==> src/hdl/bsfs_pkg.sv <==
// shared constants and types of the block stable frame selector
`timescale 1ns / 1ps
`default_nettype none
package bsfs_pkg;

  localparam int unsigned COUNT_W  = 16;
  localparam int unsigned FRAME_W  = 24;
  localparam int unsigned MATCH_W  = 13;
  localparam int unsigned CFG_W    = 16;
  localparam int unsigned CIDX_W   = 2;

  localparam int unsigned MAX_BLOCKS  = 4096;
  localparam int unsigned BIG_LIMIT   = 20;
  localparam int unsigned BIG_DIVISOR = 7;
  localparam int unsigned SMALL_LIMIT = 10;

  // input tdata: point_count, person_count, frame_number
  localparam int unsigned IN_DATA_W  = 56;
  // output tdata: chosen_frame, matched_blocks, zero fill
  localparam int unsigned OUT_DATA_W = 40;
  localparam int unsigned OUT_USER_W = 2;

  // register indexes of the configuration port
  localparam logic [CIDX_W-1:0] REG_GATE_EN   = 2'd0;
  localparam logic [CIDX_W-1:0] REG_THRESHOLD = 2'd1;
  localparam logic [CIDX_W-1:0] REG_TOTAL     = 2'd2;

  typedef struct packed {
    logic               gate_en;
    logic [COUNT_W-1:0] threshold;
  } gate_cfg_t;

endpackage
`default_nettype wire

==> src/hdl/bsfs_compare.sv <==
// stability test of one sample against the previous one of its run
`timescale 1ns / 1ps
`default_nettype none
module bsfs_compare (
  input  wire logic                       have_prev_i,
  input  wire logic [bsfs_pkg::COUNT_W-1:0] cur_points_i,
  input  wire logic [bsfs_pkg::COUNT_W-1:0] prev_points_i,
  input  wire logic [bsfs_pkg::COUNT_W-1:0] cur_persons_i,
  input  wire logic [bsfs_pkg::COUNT_W-1:0] prev_persons_i,
  input  wire bsfs_pkg::gate_cfg_t        cfg_i,
  output logic                            hit_o
);
  import bsfs_pkg::*;

  logic [COUNT_W-1:0] diff;
  logic [COUNT_W+2:0] diff_x7;
  logic               big, stable, gate_ok;

  always_comb begin
    diff    = (cur_points_i > prev_points_i) ? cur_points_i - prev_points_i
                                             : prev_points_i - cur_points_i;
    // diff <= cur/7 is the same test as 7*diff <= cur
    diff_x7 = {diff, 3'b000} - {3'b000, diff};
    big     = cur_points_i > COUNT_W'(BIG_LIMIT);
    stable  = big ? (diff_x7 <= {3'b000, cur_points_i})
                  : (diff < COUNT_W'(SMALL_LIMIT));
    gate_ok = !cfg_i.gate_en ||
              ((cur_persons_i < cfg_i.threshold) && (prev_persons_i < cfg_i.threshold));
    hit_o   = have_prev_i && gate_ok && stable;
  end

endmodule
`default_nettype wire

==> src/hdl/block_stable_frame_selector.sv <==
// top level of the block stable frame selector
// Takes the per-frame samples of one screen block per item, oldest first, and
// on the sample marked tlast gives one result item: the frame number of the
// latest stable sample of the run (or the run's current frame if none was
// stable), a found flag and the running count of matched blocks. On the
// frame's last block (input tuser) the result carries tlast and the junk flag,
// set when fewer than half of total_blocks matched. Rate: one item per clock
// while the result register is free or being taken when a run's last sample
// is due; the result is registered: an input register feeds a single compare
// and update stage whose run state is read and written in the same cycle, and a
// result register decouples the output side. Items that are not the last of a
// run give no result and never wait on the output.
`timescale 1ns / 1ps
`default_nettype none
module block_stable_frame_selector (
  input  wire logic                              clk_i,
  input  wire logic                              rst_ni,
  // configuration writes
  input  wire logic                              cfg_we_i,
  input  wire logic [bsfs_pkg::CIDX_W-1:0]       cfg_idx_i,
  input  wire logic [bsfs_pkg::CFG_W-1:0]        cfg_data_i,
  // sample stream
  input  wire logic                              s_axis_tvalid,
  output logic                                   s_axis_tready,
  // point_count [15:0], person_count [31:16], frame_number [55:32]
  input  wire logic [bsfs_pkg::IN_DATA_W-1:0]    s_axis_tdata,
  input  wire logic                              s_axis_tlast,  // last_of_block
  input  wire logic                              s_axis_tuser,  // last_block
  // result stream
  output logic                                   m_axis_tvalid,
  input  wire logic                              m_axis_tready,
  // chosen_frame [23:0], matched_blocks [36:24], zero [39:37]
  output logic [bsfs_pkg::OUT_DATA_W-1:0]        m_axis_tdata,
  output logic                                   m_axis_tlast,  // frame_end
  // block_found [0], frame_is_junk [1]
  output logic [bsfs_pkg::OUT_USER_W-1:0]        m_axis_tuser
);
  import bsfs_pkg::*;

  // configuration registers
  gate_cfg_t          gate_cfg_q;
  logic [MATCH_W-1:0] total_q;

  always_ff @(posedge clk_i or negedge rst_ni) begin
    if (!rst_ni) begin
      gate_cfg_q <= '0;
      total_q    <= MATCH_W'(64);
    end else if (cfg_we_i) begin
      unique case (cfg_idx_i)
        REG_GATE_EN:   gate_cfg_q.gate_en   <= cfg_data_i[0];
        REG_THRESHOLD: gate_cfg_q.threshold <= cfg_data_i[COUNT_W-1:0];
        REG_TOTAL:     total_q              <= cfg_data_i[MATCH_W-1:0];
        default: ;
      endcase
    end
  end

  // input register
  logic               in_valid_q;
  logic [COUNT_W-1:0] in_points_q, in_persons_q;
  logic [FRAME_W-1:0] in_frame_q;
  logic               in_last_q, in_last_blk_q;

  // run and frame state
  logic [COUNT_W-1:0] prev_points_q, prev_persons_q;
  logic               have_prev_q, found_q;
  logic [FRAME_W-1:0] found_frame_q;
  logic [MATCH_W-1:0] match_q;

  // result register
  logic               out_valid_q;
  logic [FRAME_W-1:0] out_frame_q;
  logic [MATCH_W-1:0] out_match_q;
  logic               out_found_q, out_junk_q, out_end_q;

  logic               out_free, advance, hit, found_now;
  logic [FRAME_W-1:0] frame_sel;
  logic [MATCH_W-1:0] match_next;
  logic               junk;

  // a run's last sample needs a free result slot, other samples never stall
  assign out_free      = !out_valid_q || m_axis_tready;
  assign advance       = in_valid_q && (!in_last_q || out_free);
  assign s_axis_tready = !in_valid_q || advance;

  bsfs_compare u_compare (
    .have_prev_i    (have_prev_q),
    .cur_points_i   (in_points_q),
    .prev_points_i  (prev_points_q),
    .cur_persons_i  (in_persons_q),
    .prev_persons_i (prev_persons_q),
    .cfg_i          (gate_cfg_q),
    .hit_o          (hit)
  );

  always_comb begin
    found_now  = found_q || hit;
    frame_sel  = hit ? in_frame_q : (found_q ? found_frame_q : in_frame_q);
    match_next = match_q;
    if (found_now && (match_q < MATCH_W'(MAX_BLOCKS))) begin
      match_next = match_q + 1'b1;
    end
    // matches*100 < total*50 reduces to 2*matches < total
    junk = in_last_blk_q && ({match_next, 1'b0} < {1'b0, total_q});
  end

  always_ff @(posedge clk_i or negedge rst_ni) begin
    if (!rst_ni) begin
      in_valid_q <= 1'b0;
    end else if (s_axis_tready) begin
      in_valid_q <= s_axis_tvalid;
    end
  end

  always_ff @(posedge clk_i) begin
    if (s_axis_tready && s_axis_tvalid) begin
      in_points_q   <= s_axis_tdata[COUNT_W-1:0];
      in_persons_q  <= s_axis_tdata[2*COUNT_W-1:COUNT_W];
      in_frame_q    <= s_axis_tdata[2*COUNT_W+FRAME_W-1:2*COUNT_W];
      in_last_q     <= s_axis_tlast;
      in_last_blk_q <= s_axis_tuser;
    end
  end

  always_ff @(posedge clk_i or negedge rst_ni) begin
    if (!rst_ni) begin
      prev_points_q  <= '0;
      prev_persons_q <= '0;
      have_prev_q    <= 1'b0;
      found_q        <= 1'b0;
      found_frame_q  <= '0;
      match_q        <= '0;
    end else if (advance) begin
      prev_points_q  <= in_points_q;
      prev_persons_q <= in_persons_q;
      if (in_last_q) begin
        // run ends: clear run state, and frame count on the frame's last block
        have_prev_q   <= 1'b0;
        found_q       <= 1'b0;
        found_frame_q <= '0;
        match_q       <= in_last_blk_q ? '0 : match_next;
      end else begin
        have_prev_q   <= 1'b1;
        found_q       <= found_now;
        found_frame_q <= frame_sel;
      end
    end
  end

  always_ff @(posedge clk_i or negedge rst_ni) begin
    if (!rst_ni) begin
      out_valid_q <= 1'b0;
    end else if (advance && in_last_q) begin
      out_valid_q <= 1'b1;
    end else if (m_axis_tready) begin
      out_valid_q <= 1'b0;
    end
  end

  always_ff @(posedge clk_i) begin
    if (advance && in_last_q) begin
      out_frame_q <= frame_sel;
      out_match_q <= match_next;
      out_found_q <= found_now;
      out_junk_q  <= junk;
      out_end_q   <= in_last_blk_q;
    end
  end

  assign m_axis_tvalid = out_valid_q;
  assign m_axis_tdata  = {{(OUT_DATA_W - FRAME_W - MATCH_W){1'b0}}, out_match_q, out_frame_q};
  assign m_axis_tlast  = out_end_q;
  assign m_axis_tuser  = {out_junk_q, out_found_q};

  // a junk mark only comes with the frame's last block
  a_junk_with_end: assert property (@(posedge clk_i) disable iff (!rst_ni)
    out_valid_q |-> (!out_junk_q || out_end_q))
    else $error("junk flag without frame end");

  // a found block has been counted
  a_found_counted: assert property (@(posedge clk_i) disable iff (!rst_ni)
    out_valid_q && out_found_q |-> (out_match_q != '0))
    else $error("found block not counted");

  // match counter stays within its saturation limit
  a_match_sat: assert property (@(posedge clk_i) disable iff (!rst_ni)
    match_q <= MATCH_W'(MAX_BLOCKS))
    else $error("match counter beyond limit");

  // a run always restarts without a predecessor
  a_run_restart: assert property (@(posedge clk_i) disable iff (!rst_ni)
    advance && in_last_q |=> !have_prev_q && !found_q)
    else $error("run state not cleared at end of run");

endmodule
`default_nettype wire
==> config.mk <==
export PLATFORM = sky130hd
export DESIGN_NAME = block_stable_frame_selector
export DESIGN_NICKNAME = d
export VERILOG_FILES = /design/src/hdl/bsfs_pkg.sv /design/src/hdl/bsfs_compare.sv /design/src/hdl/block_stable_frame_selector.sv
export SDC_FILE = /design/constraint.sdc
export NUM_CORES = 1
export LEC_CHECK = 0
export ABC_CLOCK_PERIOD_IN_PS = 14600
export BUFFER_PORTS_ARGS = -buffer_cell sky130_fd_sc_hd__buf_4
export CORE_ASPECT_RATIO = 1.75
export CORE_UTILIZATION = 62
export CTS_BUF_LIST = sky130_fd_sc_hd__clkbuf_8
export DETAILED_ROUTE_END_ITERATION = 8
export MAX_ROUTING_LAYER = met4
export PLACE_DENSITY = 0.84
export RECOVER_POWER = 25
export SYNTH_ARGS = -nofsm -noshare
export SYNTH_HDL_FRONTEND = slang
export SYNTH_HIERARCHICAL = 1
export SYNTH_SLANG_ARGS = --single-unit
==> constraint.sdc <==
create_clock -name clk_i -period 14.6 [get_ports clk_i]
set_input_delay 1.46 -clock clk_i [delete_from_list [all_inputs] [get_ports clk_i]]
set_output_delay 1.46 -clock clk_i [all_outputs]
set_load 0.01 [all_outputs]
==> results.toml <==
[critical_path]
critPathLaunch = "in_points_q[13]"
cp-endpoint = "out_junk_q"
startpoint_type = "register"
ff2ff_setup_slack_ns = 5.26
worstPathRequired_ns = 14.94
path_buf_inv = 1
r2r_start = "in_points_q[13]"
cp_common_cell = "a21oi_1"
cp_num_cells = 36
reg2reg_to = "out_junk_q"
crit_type = "reg2reg"
rr_worst_depth = 36
cp_slowest_stage_delay_ns = 0.71
cp.arrival_ns = 9.68
cpLargestDelayFamily = "compound AO/OA/AOI/OAI gates"
path_max_fanout = 12
critPathCaptureType = "register"
cpMaxStageDelayCell = "a21oi_2"

[synthesis]
seq_area_frac_synth_pct = 48.07
syn_inst = 1069
yosys.area.top_type = "edfxtp_1"
ys_async_sr_fraction_pct = 51.24
synth_cell_type_count = 96
synth_edf_count = 98
synthTopCellsByCount = "190 x nand2_1, 102 x dfrtp_1, 98 x edfxtp_1, 98 x ha_1, 79 x inv_1"
synth_top_cell_area_share_pct = 25.62
synth-main-ff-cell = "dfrtp_1"
yosysWarnings = 6
ys_top_cells_by_area = "edfxtp_1 26%, dfrtp_1 22%, ha_1 11%, nand2_1 6.2%, mux2_2 3.4%"
avgSynthCellArea_um2 = 10.75
synthesis.area_um2 = 11490
ys_ff_latch = 201
yosysMostFrequentCell = "nand2_1"

[pwr]
peakVddDrop_mv = 0.1495
clockPowerShare_pct = 22.6
leakage_nw = 5.946
p_int_mw = 1.276
p_sw_share_pct = 37.44
pwr-share-seq_pct = 34.6
p_switching_uw = 763.5
p_comb_share_pct = 42.9
p_per_area_nw_per_um2 = 156.1

[floorplanning]
rows = 65
io_pins = 126
die_y_um = 182.1
die-area_um2 = 19100
core_area_um2 = 18050
initial_core_util_pct = 63.62
die_w_um = 104.9

[clock_network]
tritoncts = "yes"
cts_sinks = 201
postCtsSetupBuffers = 0
cts.repair.resized = 0
clockBufferDepth = 3
clk_latency_ns = 0.54
path_clk_slew_ns = 0.07
hold_buffers = 0
cts_inserted_buffers = 29
h-tree-depth = 1
root_buffer = "clkbuf_8"

[placed_design]
placed_cells = 1392
place_congestion = 1.020
pre_cts_ws_ns = 5.489
hpwl_um = 20970
postPlaceCellArea_um2 = 12500
io_buffer_count = 122

[layout]
antennaDiodeCount = 0
finalInstanceArea_um2 = 13060
nets = 1370
syn_to_final_growth_pct = 13.72
n_fill_cell = 1348
drive_gt1_share_pct = 20.33
instances_no_fill = 1444

[timing]
whs_ns = 0.4718
fmax_ghz = 0.1070
hold_viol_final = 0
setup_tns_ns = 0
fin_crit_sh_pct = 64.00
rsz0062_at_grt = "false"
setup_ws_ns = 5.257
max_slew.worst_pin.slew_ns = 2.574
drv_slew = 41
min_period_ns = 9.343
setup_violations = 0
maxSlewHeadroom_pct = -71.62
skew_ns = 0.02131

[grt]
grt_pass1_vias = 9014
grt_use_total_pct = 31.36
antenna_found_initial = 0
gr-total-overflow = 0
grt_max_degree = 65
grt_pass1_wl_um = 45070

[detailed_routing]
dr_total_vias = 8532
drt-initial-drc-count = 414
first_pass_iters = 5
wl_um = 28670
drtAntennaViolNets = 0
route.detailed.drc = 0
vias_per_cell = 5.909
wl_per_cell_um = 19.85

[min_path]
min_path_cells = 2
hp-class = "reg2reg"

[status]
outcome = "complete, but fails checks"
violations = "max-capacitance violations, max-slew violations"

[flow_run]
maxCapViolCount = 1
[per-stage QoR]
| step | power, mW | utilization [%] |
|---|---|---|
| 2_1_floorplan | 1.358 | - |
| 3_3_place_gp | 1.559 | 69.22 |
| 3_5_place_dp | 1.575 | 69.22 |
| 4_1_cts | 2.041 | 72.48 |
| 5_1_grt | 2.161 | 72.36 |
| 6_report | 2.040 | 72.36 |
[final cells by class]
cell class	count	area, um2	area share (%)
sequential	201	5522	42.27
multi-input combinational	748	5416	41.46
timing repair buffer	128	938.4	7.183
clock buffer	30	412.9	3.161
inverter	81	305.3	2.337
tap	234	292.8	2.241
clock inverter	22	176.4	1.350
[registers in the layout, summed over array words and instances (netlist names), 13 cells and up]
name / count
out_match_q: 13
match_q: 13
prev_persons_q: 16
total_q: 13
in_frame_q: 24
gate_cfg_q: 17
in_points_q: 16
found_frame_q: 24
in_persons_q: 16
prev_points_q: 16
out_frame_q: 24
[worst reg2reg max path: cells and delay by family (launching register included)]
kind	cells	cell delay (ns)
AO/OA/AOI/OAI	20	4.68
XOR/XNOR	2	0.57
adder cells (fa/ha/maj)	4	1.54
buffers and inverters	1	0.11
flip-flops	1	0.41
AND/OR/NAND/NOR	9	1.83
[kinds of logic (layout without fill, tap and decap cells)]
group | after synthesis | count (layout) | share of synthesized area, %
AO/OA/AOI/OAI | 207 | 207 | 12.31
XOR/XNOR | 40 | 40 | 3.246
adder cells (fa/ha/maj) | 101 | 101 | 11.11
buffers and inverters | 122 | 261 | 4.912
flip-flops | 201 | 201 | 48.07
multiplexers | 67 | 67 | 6.840
other | 1 | 3 | 0.03264
AND/OR/NAND/NOR | 330 | 330 | 13.48
[power groups by stage]
stage                     sequential, mW  combinational, mW  clock (mW)
final                              0.705              0.874       0.460
after global routing               0.712              0.956       0.494
after CTS                          0.705              0.866       0.470
after detailed placement           0.716              0.859           0
after global placement             0.713              0.846           0
after floorplan                    0.705              0.653           0
[how the worst min path moves through the flow]
stage | to | startpoint
after detailed placement | prev_persons_q[0] | prev_persons_q[0]
after global placement | prev_persons_q[0] | in_persons_q[0]
after CTS | prev_persons_q[0] | prev_persons_q[0]
final | prev_persons_q[0] | prev_persons_q[0]
after floorplan | prev_persons_q[0] | in_persons_q[0]
after global routing | prev_persons_q[0] | prev_persons_q[0]
[layout by cell type (no fill, tap or decap), types with 10 or more instances in the layout]
cell type    n
edfxtp_1    98
clkbuf_4    56
inv_1       83
mux2_1      20
xor2_1      13
nand4_1     16
nand2b_1    14
nor2_1      35
dfrtp_1    102
nand3_1     19
nand2_1    189
clkbuf_8    30
buf_4       66
a21oi_1     45
ha_1        98
mux2_2      35
o21ai_0     48
a21o_1      14
xnor2_1     24
clkinv_2    10
o21ai_1     12
[routing by layer]
metal | vias up | wire, um | GRT usage, %
li1 | 4007 | - | -
met1 | 4158 | 10120 | 31.93
met2 | 258 | 15760 | 58.04
met3 | 109 | 1160 | 3.607
met4 | 0 | 1628 | 17.07
met5 | - | 0 | -
Note: power is estimated with default switching activity, not from simulation.
